[src/design/scr_pkg.sv]
// Package: shared types, constants and helper functions for the serial command responder.
package scr_pkg;

	localparam int MAX_PAYLOAD_DEF = 64;
	localparam int ADC_BITS_DEF    = 10;
	localparam int PERIOD_MIN_DEF  = 10;
	localparam int PERIOD_MAX_DEF  = 5000;

	localparam int NUM_CH     = 4;
	localparam int ANALOG_W   = 10;
	localparam int TICK_W     = 13;
	localparam int IDX_W      = 5;
	localparam int RESP_FIXED = 6;
	localparam int FRAME_LEN  = 20;
	localparam int SW_PERIOD_RST = 100;
	localparam int AN_PERIOD_RST = 50;

	localparam logic [7:0] SYNC1    = 8'h55;
	localparam logic [7:0] SYNC2    = 8'hAA;
	localparam logic [7:0] RSP_TAG  = 8'hAB;
	localparam logic [7:0] FRM_TAG1 = 8'h7A;
	localparam logic [7:0] FRM_TAG2 = 8'h7B;
	localparam logic [7:0] FRM_END  = 8'h7C;
	localparam logic [3:0] NIBBLE_MASK = 4'h0F;

	localparam logic [1:0] ST_OK        = 2'd0;
	localparam logic [1:0] ST_BAD_CHK   = 2'd1;
	localparam logic [1:0] ST_BAD_PARAM = 2'd2;
	localparam logic [1:0] ST_UNKNOWN   = 2'd3;

	localparam logic [7:0] CMD_NONE      = 8'd0;
	localparam logic [7:0] CMD_SET_LAMPS = 8'd1;
	localparam logic [7:0] CMD_GET_SW    = 8'd2;
	localparam logic [7:0] CMD_SET_SWP   = 8'd3;
	localparam logic [7:0] CMD_GET_SWP   = 8'd4;
	localparam logic [7:0] CMD_STREAM    = 8'd5;
	localparam logic [7:0] CMD_SNAPSHOT  = 8'd6;
	localparam logic [7:0] CMD_IDENT     = 8'd7;
	localparam logic [7:0] CMD_SET_ANP   = 8'd8;
	localparam logic [7:0] CMD_GET_ANP   = 8'd9;

	localparam logic [3:0] INFO_LEN = 4'd9;
	localparam logic [7:0] INFO_XOR = 8'h04;

	typedef enum logic [2:0] {
		PH_H1,
		PH_H2,
		PH_CMD,
		PH_LEN,
		PH_PAY,
		PH_CHK
	} phase_t;

	typedef struct packed {
		logic                             command;
		logic [7:0]                       rx_byte;
		logic [3:0]                       switch_levels;
		logic [NUM_CH-1:0][ANALOG_W-1:0]  analog;
	} item_t;

	typedef struct packed {
		logic       resp;
		logic [1:0] status;
		logic [7:0] cmd;
		logic [3:0] len;
		logic       info;
		logic [7:0] p0;
		logic [7:0] p1;
		logic [7:0] chk;
		logic       frame;
		logic [7:0] digital;
		logic [3:0] lamp;
	} desc_t;

	function automatic logic [7:0] info_byte(input logic [3:0] i);
		logic [7:0] b;
		case (i)
			4'd0: b = 8'h4C;
			4'd1: b = 8'h41;
			4'd2: b = 8'h42;
			4'd3: b = 8'h32;
			4'd4: b = 8'h20;
			4'd5: b = 8'h76;
			4'd6: b = 8'h31;
			4'd7: b = 8'h2E;
			4'd8: b = 8'h30;
			default: b = 8'h00;
		endcase
		return b;
	endfunction

endpackage

[src/design/scr_core.sv]
// Frame parser, command execution and tick-driven sampling, updated once per transaction.
module scr_core #(
	parameter int MAX_PAYLOAD = scr_pkg::MAX_PAYLOAD_DEF,
	parameter int ADC_BITS    = scr_pkg::ADC_BITS_DEF,
	parameter int PERIOD_MIN  = scr_pkg::PERIOD_MIN_DEF,
	parameter int PERIOD_MAX  = scr_pkg::PERIOD_MAX_DEF
) (
	input  logic                                        clk,
	input  logic                                        arst_n,
	input  logic                                        fire,
	input  scr_pkg::item_t                              item,
	output scr_pkg::desc_t                              desc,
	output logic [scr_pkg::NUM_CH-1:0][ADC_BITS-1:0]    adc_out,
	output logic                                        has_out
);

	localparam int CNT_W = $clog2(MAX_PAYLOAD + 1);
	localparam int TW    = scr_pkg::TICK_W;
	localparam int NCH   = scr_pkg::NUM_CH;

	scr_pkg::phase_t          ph_q, ph_n;
	logic [7:0]               cmd_q, cmd_n;
	logic [7:0]               len_q, len_n;
	logic [CNT_W-1:0]         cnt_q, cnt_n;
	logic [1:0][7:0]          pay_q, pay_n;
	logic [7:0]               chk_q, chk_n;
	logic [3:0]               led_q, led_n;
	logic [3:0]               dip_q, dip_n;
	logic [NCH-1:0][ADC_BITS-1:0] adc_q, adc_n, adc_live;
	logic [TW-1:0]            swp_q, swp_n;
	logic [TW-1:0]            anp_q, anp_n;
	logic                     stream_q, stream_n;
	logic [2:0][TW-1:0]       el_q, el_n, e_inc;

	logic [1:0]               ex_status;
	logic [3:0]               ex_len;
	logic                     ex_info;
	logic [7:0]               ex_p0, ex_p1;
	logic                     ex_frame;
	logic [3:0]               ex_led, ex_dip;
	logic [TW-1:0]            ex_swp, ex_anp;
	logic                     ex_stream;
	logic [7:0]               need;
	logic [15:0]              pv;
	logic [TW-1:0]            clamp_ms;
	logic [TW-1:0]            tx_per;
	logic [CNT_W-1:0]         cnt_inc;
	logic [15:0]              ext;

	always_comb begin
		for (int c = 0; c < NCH; c++) begin
			ext = 16'(item.analog[c]);
			adc_live[c] = ext[ADC_BITS-1:0];
		end
	end

	always_comb begin
		pv = {pay_q[1], pay_q[0]};
		if (pv < 16'(PERIOD_MIN)) begin
			clamp_ms = TW'(PERIOD_MIN);
		end else if (pv > 16'(PERIOD_MAX)) begin
			clamp_ms = TW'(PERIOD_MAX);
		end else begin
			clamp_ms = pv[TW-1:0];
		end
	end

	// Execute the command held in cmd_q/len_q/pay_q.
	always_comb begin
		ex_status = scr_pkg::ST_OK;
		ex_len    = 4'd0;
		ex_info   = 1'b0;
		ex_p0     = 8'd0;
		ex_p1     = 8'd0;
		ex_frame  = 1'b0;
		ex_led    = led_q;
		ex_dip    = dip_q;
		ex_swp    = swp_q;
		ex_anp    = anp_q;
		ex_stream = stream_q;
		if (cmd_q == scr_pkg::CMD_SET_LAMPS || cmd_q == scr_pkg::CMD_STREAM) begin
			need = 8'd1;
		end else if (cmd_q == scr_pkg::CMD_SET_SWP || cmd_q == scr_pkg::CMD_SET_ANP) begin
			need = 8'd2;
		end else begin
			need = 8'd0;
		end
		if (cmd_q == scr_pkg::CMD_NONE || cmd_q > scr_pkg::CMD_GET_ANP) begin
			ex_status = scr_pkg::ST_UNKNOWN;
		end else if (len_q != need) begin
			ex_status = scr_pkg::ST_BAD_PARAM;
		end else begin
			case (cmd_q)
				scr_pkg::CMD_SET_LAMPS: begin
					ex_led = pay_q[0][3:0] & scr_pkg::NIBBLE_MASK;
					ex_len = 4'd1;
					ex_p0  = {4'd0, ex_led};
				end
				scr_pkg::CMD_GET_SW: begin
					ex_dip = item.switch_levels;
					ex_len = 4'd1;
					ex_p0  = {4'd0, ex_dip};
				end
				scr_pkg::CMD_SET_SWP: begin
					ex_swp = clamp_ms;
					ex_len = 4'd2;
					ex_p0  = clamp_ms[7:0];
					ex_p1  = 8'(clamp_ms >> 8);
				end
				scr_pkg::CMD_SET_ANP: begin
					ex_anp = clamp_ms;
					ex_len = 4'd2;
					ex_p0  = clamp_ms[7:0];
					ex_p1  = 8'(clamp_ms >> 8);
				end
				scr_pkg::CMD_GET_SWP: begin
					ex_len = 4'd2;
					ex_p0  = swp_q[7:0];
					ex_p1  = 8'(swp_q >> 8);
				end
				scr_pkg::CMD_GET_ANP: begin
					ex_len = 4'd2;
					ex_p0  = anp_q[7:0];
					ex_p1  = 8'(anp_q >> 8);
				end
				scr_pkg::CMD_STREAM: begin
					ex_stream = (pay_q[0] != 8'd0);
					ex_len    = 4'd1;
					ex_p0     = {7'd0, ex_stream};
				end
				scr_pkg::CMD_SNAPSHOT: begin
					ex_frame = 1'b1;
				end
				scr_pkg::CMD_IDENT: begin
					ex_len  = scr_pkg::INFO_LEN;
					ex_info = 1'b1;
				end
				default: begin
				end
			endcase
		end
	end

	always_comb begin
		ph_n     = ph_q;
		cmd_n    = cmd_q;
		len_n    = len_q;
		cnt_n    = cnt_q;
		pay_n    = pay_q;
		chk_n    = chk_q;
		led_n    = led_q;
		dip_n    = dip_q;
		adc_n    = adc_q;
		swp_n    = swp_q;
		anp_n    = anp_q;
		stream_n = stream_q;
		el_n     = el_q;
		desc     = '0;
		cnt_inc  = cnt_q + 1'b1;
		tx_per   = (swp_q < anp_q) ? swp_q : anp_q;
		for (int i = 0; i < 3; i++) begin
			e_inc[i] = (el_q[i] == {TW{1'b1}}) ? el_q[i] : el_q[i] + 1'b1;
		end
		if (item.command) begin
			el_n = e_inc;
			if (e_inc[0] >= swp_q) begin
				el_n[0] = '0;
				dip_n   = item.switch_levels;
			end
			if (e_inc[1] >= anp_q) begin
				el_n[1] = '0;
				adc_n   = adc_live;
			end
			if (stream_q && e_inc[2] >= tx_per) begin
				el_n[2]    = '0;
				desc.frame = 1'b1;
			end
		end else begin
			case (ph_q)
				scr_pkg::PH_H1: begin
					ph_n = (item.rx_byte == scr_pkg::SYNC1) ? scr_pkg::PH_H2 : scr_pkg::PH_H1;
				end
				scr_pkg::PH_H2: begin
					ph_n = (item.rx_byte == scr_pkg::SYNC2) ? scr_pkg::PH_CMD : scr_pkg::PH_H1;
				end
				scr_pkg::PH_CMD: begin
					cmd_n = item.rx_byte;
					chk_n = item.rx_byte;
					ph_n  = scr_pkg::PH_LEN;
				end
				scr_pkg::PH_LEN: begin
					len_n = item.rx_byte;
					chk_n = chk_q ^ item.rx_byte;
					if (item.rx_byte > 8'(MAX_PAYLOAD)) begin
						desc.resp   = 1'b1;
						desc.status = scr_pkg::ST_BAD_PARAM;
						desc.cmd    = cmd_q;
						ph_n        = scr_pkg::PH_H1;
					end else if (item.rx_byte == 8'd0) begin
						ph_n = scr_pkg::PH_CHK;
					end else begin
						cnt_n = '0;
						ph_n  = scr_pkg::PH_PAY;
					end
				end
				scr_pkg::PH_PAY: begin
					if (cnt_q < CNT_W'(2)) begin
						pay_n[cnt_q[0]] = item.rx_byte;
					end
					chk_n = chk_q ^ item.rx_byte;
					cnt_n = cnt_inc;
					if (8'(cnt_inc) >= len_q) begin
						ph_n = scr_pkg::PH_CHK;
					end
				end
				scr_pkg::PH_CHK: begin
					desc.resp = 1'b1;
					desc.cmd  = cmd_q;
					if (chk_q == item.rx_byte) begin
						desc.status = ex_status;
						desc.len    = ex_len;
						desc.info   = ex_info;
						desc.p0     = ex_p0;
						desc.p1     = ex_p1;
						desc.frame  = ex_frame;
						led_n       = ex_led;
						dip_n       = ex_dip;
						swp_n       = ex_swp;
						anp_n       = ex_anp;
						stream_n    = ex_stream;
					end else begin
						desc.status = scr_pkg::ST_BAD_CHK;
					end
					ph_n = scr_pkg::PH_H1;
				end
				default: begin
					ph_n = scr_pkg::PH_H1;
				end
			endcase
		end
		if (desc.info) begin
			desc.chk = {6'd0, desc.status} ^ desc.cmd ^ {4'd0, desc.len} ^ scr_pkg::INFO_XOR;
		end else begin
			desc.chk = {6'd0, desc.status} ^ desc.cmd ^ {4'd0, desc.len}
				^ ((desc.len >= 4'd1) ? desc.p0 : 8'd0)
				^ ((desc.len >= 4'd2) ? desc.p1 : 8'd0);
		end
		desc.digital = {dip_n, led_n};
		desc.lamp    = led_n;
		adc_out      = adc_n;
		has_out      = desc.resp | desc.frame;
	end

	always_ff @(posedge clk or negedge arst_n) begin
		if (!arst_n) begin
			ph_q     <= scr_pkg::PH_H1;
			cmd_q    <= '0;
			len_q    <= '0;
			cnt_q    <= '0;
			chk_q    <= '0;
			led_q    <= '0;
			dip_q    <= '0;
			adc_q    <= '0;
			swp_q    <= TW'(scr_pkg::SW_PERIOD_RST);
			anp_q    <= TW'(scr_pkg::AN_PERIOD_RST);
			stream_q <= 1'b0;
			el_q     <= '0;
		end else if (fire) begin
			ph_q     <= ph_n;
			cmd_q    <= cmd_n;
			len_q    <= len_n;
			cnt_q    <= cnt_n;
			chk_q    <= chk_n;
			led_q    <= led_n;
			dip_q    <= dip_n;
			adc_q    <= adc_n;
			swp_q    <= swp_n;
			anp_q    <= anp_n;
			stream_q <= stream_n;
			el_q     <= el_n;
		end
	end

	always_ff @(posedge clk) begin
		if (fire) begin
			pay_q <= pay_n;
		end
	end

endmodule

[src/design/scr_tx.sv]
// Result register and byte serializer for status responses and data frames.
module scr_tx #(
	parameter int ADC_BITS = scr_pkg::ADC_BITS_DEF
) (
	input  logic                                      clk,
	input  logic                                      arst_n,
	input  logic                                      load,
	input  scr_pkg::desc_t                            desc_in,
	input  logic [scr_pkg::NUM_CH-1:0][ADC_BITS-1:0]  adc_in,
	output logic                                      free,
	output logic                                      out_valid,
	input  logic                                      out_ready,
	output logic [7:0]                                out_byte,
	output logic                                      out_last,
	output logic [3:0]                                out_lamp
);

	localparam int IW = scr_pkg::IDX_W;

	scr_pkg::desc_t                                desc_q;
	logic [scr_pkg::NUM_CH-1:0][ADC_BITS-1:0]      adc_q;
	logic                                          valid_q;
	logic [IW-1:0]                                 idx_q;
	logic [IW-1:0]                                 nr, tot, j, m, k5;
	logic [15:0]                                   v;
	logic                                          xfer;

	always_comb begin
		nr       = desc_q.resp ? IW'(scr_pkg::RESP_FIXED) + IW'(desc_q.len) : '0;
		tot      = nr + (desc_q.frame ? IW'(scr_pkg::FRAME_LEN) : '0);
		out_last = (idx_q == tot - 1'b1);
		xfer     = valid_q && out_ready;
		free     = !valid_q || (xfer && out_last);
		j        = idx_q - nr;
		m        = j - IW'(3);
		k5       = idx_q - IW'(5);
		v        = m[3] ? 16'(adc_q[m[2:1]] >> 1) : 16'(adc_q[m[2:1]]);
		if (idx_q < nr) begin
			case (idx_q)
				5'd0: out_byte = scr_pkg::SYNC1;
				5'd1: out_byte = scr_pkg::RSP_TAG;
				5'd2: out_byte = {6'd0, desc_q.status};
				5'd3: out_byte = desc_q.cmd;
				5'd4: out_byte = {4'd0, desc_q.len};
				default: begin
					if (idx_q == IW'(5) + IW'(desc_q.len)) begin
						out_byte = desc_q.chk;
					end else if (desc_q.info) begin
						out_byte = scr_pkg::info_byte(k5[3:0]);
					end else begin
						out_byte = (idx_q == IW'(5)) ? desc_q.p0 : desc_q.p1;
					end
				end
			endcase
		end else begin
			case (j)
				5'd0:  out_byte = scr_pkg::FRM_TAG1;
				5'd1:  out_byte = scr_pkg::FRM_TAG2;
				5'd2:  out_byte = desc_q.digital;
				5'd19: out_byte = scr_pkg::FRM_END;
				default: out_byte = m[0] ? v[15:8] : v[7:0];
			endcase
		end
		out_valid = valid_q;
		out_lamp  = desc_q.lamp;
	end

	always_ff @(posedge clk or negedge arst_n) begin
		if (!arst_n) begin
			valid_q <= 1'b0;
			idx_q   <= '0;
		end else if (load) begin
			valid_q <= 1'b1;
			idx_q   <= '0;
		end else if (xfer) begin
			if (out_last) begin
				valid_q <= 1'b0;
			end else begin
				idx_q <= idx_q + 1'b1;
			end
		end
	end

	always_ff @(posedge clk) begin
		if (load) begin
			desc_q <= desc_in;
			adc_q  <= adc_in;
		end
	end

endmodule

[src/design/serial_command_responder.sv]
// Top level of the serial command responder: input register, core and byte serializer.
//
//   Channel   Direction  Handshake           Payload
//   s_*       in         s_tvalid/s_tready   tuser: command; tdata: byte, switches, 4 channels
//   m_*       out        m_tvalid/m_tready   tdata: out_byte, lamp_mask; tlast: last_of_run
//
// A transaction that causes no output bytes is taken every cycle.
// Output bytes are handed off under m_tvalid/m_tready; an item with output waits in the input register
// until the serializer has handed off the last byte of the previous run (at most 26).
// Reset clears all control state at once; there is no clearing pass.
module serial_command_responder #(
	parameter int MAX_PAYLOAD = scr_pkg::MAX_PAYLOAD_DEF,
	parameter int ADC_BITS    = scr_pkg::ADC_BITS_DEF,
	parameter int PERIOD_MIN  = scr_pkg::PERIOD_MIN_DEF,
	parameter int PERIOD_MAX  = scr_pkg::PERIOD_MAX_DEF
) (
	input  logic        clk,
	input  logic        arst_n,
	input  logic        s_tvalid,
	output logic        s_tready,
	input  logic [55:0] s_tdata,   // rx_byte, switch_levels, analog_ch0..analog_ch3, zero fill
	input  logic        s_tuser,   // command
	output logic        m_tvalid,
	input  logic        m_tready,
	output logic [15:0] m_tdata,   // out_byte, lamp_mask, zero fill
	output logic        m_tlast
);

	localparam int NCH = scr_pkg::NUM_CH;

	scr_pkg::item_t                 item_s1;
	logic                           valid_s1;
	scr_pkg::desc_t                 desc;
	logic [NCH-1:0][ADC_BITS-1:0]   adc_out;
	logic                           has_out;
	logic                           free;
	logic                           fire;
	logic [7:0]                     out_byte;
	logic [3:0]                     out_lamp;

	assign fire     = valid_s1 && (!has_out || free);
	assign s_tready = !valid_s1 || fire;
	assign m_tdata  = {4'd0, out_lamp, out_byte};

	always_ff @(posedge clk or negedge arst_n) begin
		if (!arst_n) begin
			valid_s1 <= 1'b0;
		end else if (s_tready) begin
			valid_s1 <= s_tvalid;
		end
	end

	always_ff @(posedge clk) begin
		if (s_tvalid && s_tready) begin
			item_s1.command       <= s_tuser;
			item_s1.rx_byte       <= s_tdata[7:0];
			item_s1.switch_levels <= s_tdata[11:8];
			item_s1.analog[0]     <= s_tdata[21:12];
			item_s1.analog[1]     <= s_tdata[31:22];
			item_s1.analog[2]     <= s_tdata[41:32];
			item_s1.analog[3]     <= s_tdata[51:42];
		end
	end

	scr_core #(
		.MAX_PAYLOAD (MAX_PAYLOAD),
		.ADC_BITS    (ADC_BITS),
		.PERIOD_MIN  (PERIOD_MIN),
		.PERIOD_MAX  (PERIOD_MAX)
	) u_core (
		.clk     (clk),
		.arst_n  (arst_n),
		.fire    (fire),
		.item    (item_s1),
		.desc    (desc),
		.adc_out (adc_out),
		.has_out (has_out)
	);

	scr_tx #(
		.ADC_BITS (ADC_BITS)
	) u_tx (
		.clk       (clk),
		.arst_n    (arst_n),
		.load      (fire && has_out),
		.desc_in   (desc),
		.adc_in    (adc_out),
		.free      (free),
		.out_valid (m_tvalid),
		.out_ready (m_tready),
		.out_byte  (out_byte),
		.out_last  (m_tlast),
		.out_lamp  (out_lamp)
	);

	a_run_start: assert property (@(posedge clk) disable iff (!arst_n)
		m_tvalid && (!$past(m_tvalid) || $past(m_tready && m_tlast))
		|-> (m_tdata[7:0] == scr_pkg::SYNC1 || m_tdata[7:0] == scr_pkg::FRM_TAG1))
		else $error("output run does not start with a header byte");

	a_run_no_gap: assert property (@(posedge clk) disable iff (!arst_n)
		m_tvalid && m_tready && !m_tlast |=> m_tvalid)
		else $error("output run broke off before its last byte");

	a_lamp_steady: assert property (@(posedge clk) disable iff (!arst_n)
		m_tvalid && m_tready && !m_tlast |=> m_tdata[11:8] == $past(m_tdata[11:8]))
		else $error("lamp mask changed within one output run");

endmodule
[config.mk]
export PLATFORM = sky130hd
export DESIGN_NAME = serial_command_responder
export DESIGN_NICKNAME = d
export VERILOG_FILES = /design/src/design/scr_pkg.sv /design/src/design/scr_core.sv /design/src/design/scr_tx.sv /design/src/design/serial_command_responder.sv
export SDC_FILE = /design/constraint.sdc
export NUM_CORES = 1
export LEC_CHECK = 0
export ABC_CLOCK_PERIOD_IN_PS = 11750
export BUFFER_PORTS_ARGS = -buffer_cell sky130_fd_sc_hd__buf_4
export CORE_MARGIN = 1
export CORE_UTILIZATION = 50
export DETAILED_ROUTE_END_ITERATION = 16
export GPL_TIMING_DRIVEN = 0
export PLACE_DENSITY = 0.66
export RECOVER_POWER = 100
export SYNTH_ARGS = -nofsm -noshare
export SYNTH_HDL_FRONTEND = slang
export SYNTH_SLANG_ARGS = --single-unit
[constraint.sdc]
create_clock -name clk -period 11.75 [get_ports clk]
set_input_delay 1.175 -clock clk [delete_from_list [all_inputs] [get_ports clk]]
set_output_delay 1.175 -clock clk [all_outputs]
set_load 0.05 [all_outputs]
# Word-level counts from Yosys, hierarchy flattened
# Memories as Yosys holds them, arrays and structs flattened.
# Index checks and enable logic that the tools add are counted.
# word_totals
n_memories,1
mem_bits_ro,112
wordCells,247
ff_bits,317
inputBits,61
out_inout_bits,19
# op_classes
n_addsub,12
magnitude_cmp,16
n_eq_ne,35
n_reduce_logical,42
n_bitwise,10
muxes,87
# memory_table
memory,depth,word_bits,read_ports,rd_ports_with_merged_regs,wr,line,rtl
(name not given),16,7,1,0,0,scr_pkg.sv:77,case (i)
# op_table
operator,n
$mux W13,9
$mux W8,13
$mux W40,2
$mux W4,15
$pmux W8 S6,1
$mux W21,2
$pmux W8 S5,1
$add A13 B1 Y13 const B,3
$eq A13 B13 Y1 const B,3
$ge A13 B13 Y1,3
$eq A8 B3 Y1 const B,4
$mux W32,1
$pmux W8 S4,1
$mux W5,5
$xor A8 B8 Y8,3
$pmux W11 S2,1
$reduce_and A7 Y1,3
$bmux W10 S2,1
$mux W10,2
$bwmux W16,1
$eq A8 B2 Y1 const B,2
$eq A8 B4 Y1 const B,2
$gt A16 B13 Y1 const B,1
$logic_not A8 Y1,2
other kinds (64),121

# Depth between registers and ports, before layout
# depth
ltp_word,17
ltp_mapped,21

# Modules after synthesis
# From an unflattened synthesis, not the netlist that was laid out.
# unflattened
hier_cells,1539
hier_area_um2,17413.0
# by_module_without_submodules
module,area_each_um2,seq_area_each_um2,cells_each,instances
scr_core,10612.7,4191.5,1113,1
scr_tx,5096.1,2942.8,361,1
serial_command_responder,1704.1,1616.6,65,1

# Least setup slack after synthesis
# OpenSTA, ideal clock, no wires.
# synth_path
path_kind,reg2reg
from,register u_core.anp_q[1]
to,register u_tx.adc_q[0] in the netlist's numbering (enable)
setup_slack_ps,1850
n_path_buf,1
stages_incl_launch_ff,18
period_less_slack_ps,9900
arrival_time_ps,9255
cell_sequence,dfstp_2 inv_1 ha_1 a21o_1 a21oi_1 nor2b_1 o21ai_0 a21oi_1 o31a_1 buf_1 mux2i_1 ha_1 nand2_1 o21ai_0 o21ai_0 nor3b_1 nor2_1 nor3_1
# synth_via
elab_chain_len,11
# synth_rtl
element,line,rtl
from (decl),scr_core.sv:31,"logic [TW-1:0] anp_q, anp_n;"
from (signal assigned),scr_core.sv:265,anp_q <= TW'(scr_pkg::AN_PERIOD_RST);
from (signal assigned),scr_core.sv:278,anp_q <= anp_n;
$lt A13 B13 Y1,scr_core.sv:160,tx_per = (swp_q < anp_q) ? swp_q : anp_q;
$mux W13 (*),scr_core.sv:160,
$ge A13 B13 Y1 (*),scr_core.sv:174,if (stream_q && e_inc[2] >= tx_per) begin
$logic_and A1 B1 Y1 (*),scr_core.sv:174,
$mux W1 (*),scr_core.sv:174,
$mux W1 (*),scr_core.sv:164,if (item.command) begin
$or A1 B1 Y1 (*),scr_core.sv:251,has_out = desc.resp | desc.frame;
$logic_not A1 Y1,serial_command_responder.sv:41,assign fire = valid_s1 && (!has_out || free);
$logic_or A1 B1 Y1,serial_command_responder.sv:41,
$logic_and A1 B1 Y1,serial_command_responder.sv:41,
$logic_and A1 B1 Y1 (*),serial_command_responder.sv:85,".load (fire && has_out),"
named net u_tx.load,scr_tx.sv:7,"input logic load,"
to (signal assigned),scr_tx.sv:87,adc_q <= adc_in;
to (decl),scr_tx.sv:21,logic [scr_pkg::NUM_CH-1:0][ADC_BITS-1:0] adc_q;
# The timed path passes the listed nets; every way through them passes the cells marked *.
# A chain may end at the register's enable or synchronous reset.

# Worst setup path in the final report
# layout_path
from,register u_core.anp_q[1]
to,register item_s1[48] in the netlist's numbering (enable)
# layout_via
elab_chain_len,12
# layout_rtl
element,line,rtl
$lt A13 B13 Y1,scr_core.sv:160,
$mux W13 (*),scr_core.sv:160,
$ge A13 B13 Y1 (*),scr_core.sv:174,
$logic_and A1 B1 Y1 (*),scr_core.sv:174,
$mux W1 (*),scr_core.sv:174,
$mux W1 (*),scr_core.sv:164,
$or A1 B1 Y1 (*),scr_core.sv:251,
$logic_not A1 Y1 (*),serial_command_responder.sv:41,
$logic_or A1 B1 Y1 (*),serial_command_responder.sv:41,
$logic_and A1 B1 Y1 (*),serial_command_responder.sv:41,
$logic_or A1 B1 Y1 (*),serial_command_responder.sv:42,assign s_tready = !valid_s1 || fire;
$logic_and A1 B1 Y1 (*),serial_command_responder.sv:54,if (s_tvalid && s_tready) begin
to (decl),serial_command_responder.sv:31,scr_pkg::item_t item_s1;
# Mark *: on every way between the ends. The rest lies on a longest branch, timed or not.

==> results.sh <==
export IMPL_crit_chain="inv_1 -> ha_1 -> a21o_1 -> a21oi_1 -> nor2b_1 -> o21ai_0 -> a21oi_1 -> o31a_1 -> clkbuf_1 -> mux2i_1 -> ha_1 -> a21oi_1 -> o21ai_0 -> a211oi_1 -> nor3b_1 -> nor2_1 -> or3_1 -> and2_0 -> clkbuf_1"
export IMPL_vias=11900
export IMPL_cts_setup_buffers=0
export IMPL_post_place_cells=2015
export IMPL_finalNetCount=1751
export IMPL_synth_xor_area_share=0.0443
export IMPL_max_stage_delay_ps=1460
export IMPL_synth_mux_area_frac=0.127
export IMPL_post_dp_hpwl_mm=29.7
export IMPL_internal_power_mw=2.56
export IMPL_cp_top_family="buffers and inverters"
export IMPL_final_antenna_net_count=0
export IMPL_cts_tree="built"
export IMPL_path_clk_slew_ps=60
export IMPL_hold_path_class="reg2reg"
export IMPL_area_growth_pct=12.3
export IMPL_drt_pass1_iterations=8
export IMPL_cts_root_buf="clkbuf_16"
export IMPL_status="finished, violations left"
export IMPL_cts_resized=0
export IMPL_grt_ovfl_total=0
export IMPL_clockBufferDepth=3
export IMPL_ys_seq_area_frac=0.502
export IMPL_ys_warn_count=0
export IMPL_place_ws_ps=5710
export IMPL_crit_slowest_cell="clkbuf_1"
export IMPL_min_period_over_period=0.620
export IMPL_final_common_cell="edfxtp_1"
export IMPL_synth_edff_count=154
export IMPL_async_flop_share=0.502
export IMPL_mostFrequentLayoutCells="edfxtp_1, dfrtp_1, mux2_2, nand2_1, o21ai_0"
export IMPL_p_switching_mw=1.50
export IMPL_hold_viol=0
export IMPL_drive_above_1_share=0.171
export IMPL_port_buffers=71
export IMPL_timing_rr_start="u_core.anp_q[1]"
export IMPL_hp_start="u_core.dip_q[0]"
export IMPL_num_io_pins=80
export IMPL_hold_path_end="u_core.dip_q[0]"
export IMPL_syn_area_um2=17000
export IMPL_power_leakage_nw=7.82
export IMPL_core_area_um2=33400
export IMPL_synth_top_family_by_area="simple AND/OR/NAND/NOR gates"
export IMPL_reg2reg_slack_ps=4470
export IMPL_grt_pass1_vias=11600
export IMPL_p_comb_frac=0.388
export IMPL_utilization=0.569
export IMPL_worst_setup_path_start_kind="flop"
export IMPL_syn_inst=1482
export IMPL_antenna_found_initial=0
export IMPL_p_total_mw=4.06
export IMPL_worstSetupPathType="reg2reg"
export IMPL_start_util=0.507
export IMPL_gp_congestion=0.921
export IMPL_cts_hold_buf=0
export IMPL_seqPwrFrac=0.359
export IMPL_crit_cells=19
export IMPL_fillers=2805
export IMPL_htreeDepth=2
export IMPL_synth_compound_area_frac=0.101
export IMPL_routedWlPerCell_um=19.2
export IMPL_finClkSkew_ps=17.2
export IMPL_stdcell_count=2079
export IMPL_p_per_area_nw_per_um2=213
export IMPL_grtUsageTotal=0.240
export IMPL_vias_per_cell=5.70
export IMPL_ys_flop_type="edfxtp_1"
export IMPL_row_count=67
export IMPL_setup_violations=0
export IMPL_r2r_cells=19
export IMPL_grt_first_pass_wirelength_mm=63.3
export IMPL_clock_latency_ps=550
export IMPL_cts_made_buffers=35
export IMPL_slew_headroom=-1.19
export IMPL_timing_critical_path_buf_inv=3
export IMPL_slew_viol_final=103
export IMPL_insertedDiodeCount=0
export IMPL_ys_ff_latch=309
export IMPL_max_freq_ghz=0.137
export IMPL_fp_dieW_um=186
export IMPL_synth_distinct_cells=84
export IMPL_synth_simple_area_share=0.134
export IMPL_maxCapViolCount=4
export IMPL_grt_max_degree=101
export IMPL_timing_rr_end="item_s1[48]"
export IMPL_die_height_um=186
export IMPL_fin_tns_setup_ps=0
export IMPL_path_common_cell="a21oi_1"
export IMPL_fin_crit_ps=7280
export IMPL_cts_sinks=309
export IMPL_clkPwrFrac=0.253
export IMPL_cp_max_fo=38
export IMPL_swShare=0.370
export IMPL_ir_worst_vdd_mv=0.141
export IMPL_dieArea_um2=34700
export IMPL_worstPathArrival_ps=7410
export IMPL_worstSetupEndpointType="flop"
export IMPL_wl_mm=40.0
export IMPL_failed_checks="max-capacitance violations, max-slew violations"
export IMPL_setup_ws_ps=4470
export IMPL_synth_area_per_cell_um2=11.4
export IMPL_synthAdderAreaFrac=0.0639
export IMPL_rsz0062_at_grt="no"
export IMPL_cp_required_ps=11880
export IMPL_drt_iter0_markers=784
export IMPL_worst_slew_pin_slew_ps=3280
export IMPL_min_path_cells=1
export IMPL_drc_errors=0
==> stage by stage <==
| stage | hold WS, ps | cell area, um^2 |
|---|---|---|
| final | 491 | 19000 |
| after global placement | 471 | 18100 |
| after global routing | 504 | 19000 |
| after detailed placement | 483 | 18200 |
| after CTS | 496 | 19300 |
| after floorplan | 443 | 17000 |
==> area by class of cell <==
class	count	area, um^2	area share
plain buffers	63	270	0.0142
clock buffers	50	952	0.0500
clock inverters	14	113	0.00591
inverters	50	188	0.00986
multi-input cells	1063	7900	0.415
flip-flops and latches	309	8510	0.447
well taps	448	561	0.0294
repair buffers	82	546	0.0287
==> cell usage after synthesis, drive strengths merged, types with 12 or more instances <==
| library cell | n | area, um^2 |
|---|---|---|
| xnor2 | 49 | 429 |
| nor3 | 23 | 126 |
| a211oi | 12 | 100 |
| edfxtp | 154 | 4620 |
| o31ai | 15 | 113 |
| ha | 85 | 1060 |
| nor4 | 15 | 100 |
| inv | 50 | 188 |
| nand3 | 36 | 185 |
| nand2b | 31 | 194 |
| xor2 | 34 | 298 |
| o21ai | 98 | 490 |
| mux2i | 42 | 420 |
| dfrtp | 149 | 3730 |
| nor2 | 90 | 338 |
| or2 | 14 | 87.6 |
| nand4 | 13 | 87.6 |
| nor2b | 18 | 113 |
| mux2 | 131 | 1500 |
| clkbuf | 40 | 150 |
| a21oi | 54 | 270 |
| and2 | 30 | 190 |
| and3 | 16 | 100 |
| buf | 23 | 141 |
| nand2 | 115 | 442 |
==> worst max path at each step <==
stage / from / to / slack (ps)
2_1_floorplan: u_core.anp_q[1] / u_tx.adc_q[0] / 1850
3_3_place_gp: u_core.anp_q[1] / u_tx.adc_q[30] / -1820
3_5_place_dp: u_core.anp_q[1] / s_tready / 5710
4_1_cts: u_core.anp_q[1] / s_tready / 5090
5_1_grt: u_core.anp_q[1] / item_s1[48] / 3810
6_report: u_core.anp_q[1] / item_s1[48] / 4470
==> routing by layer <==
metal  track usage  up-vias  part of all wire
li1              -     5670                 -
met1         0.335     5816              0.46
met2         0.385      293              0.47
met3        0.0313       73             0.042
met4        0.0859        0             0.027
met5             0        -                 0
==> flip-flops by register name, summed over array words and instances (netlist names), 13 cells and up <==
name,flops
item_s1,53
u_tx.desc_q,42
u_core.adc_q,40
u_tx.adc_q,40
u_core.el_q,39
u_core.pay_q,16
u_core.anp_q,13
u_core.swp_q,13
==> cell families (layout without fill, tap and decap cells) <==
group,Yosys count,in the layout
flip-flops,309,309
XOR/XNOR,84,84
buffers and inverters,113,259
AO/OA/AOI/OAI,266,266
AND/OR/NAND/NOR,440,440
other,1,4
adder cells (fa/ha/maj),86,86
multiplexers,183,183
==> worst reg2reg max path: stages, from the launching register on <==
cell      delay, ps
dfstp_1         580
inv_1           130
ha_1            300
a21o_1          100
a21oi_1          60
nor2b_1          90
o21ai_0          70
a21oi_1         200
o31a_1          280
clkbuf_1        600
mux2i_1         330
ha_1            290
a21oi_1         130
o21ai_0         130
a211oi_1        360
nor3b_1         230
nor2_1          370
or3_1           210
and2_0          900
clkbuf_1       1470
==> power by group through the flow <==
stage / clock (mW) / sequential [mW] / combinational, mW
6_report: 1.03 / 1.46 / 1.58
5_1_grt: 1.09 / 1.48 / 1.72
4_1_cts: 1.05 / 1.46 / 1.62
3_5_place_dp: 0 / 1.47 / 1.61
3_3_place_gp: 0 / 1.47 / 1.57
2_1_floorplan: 0 / 1.44 / 1.20
Power figures use the tool's default switching activity.
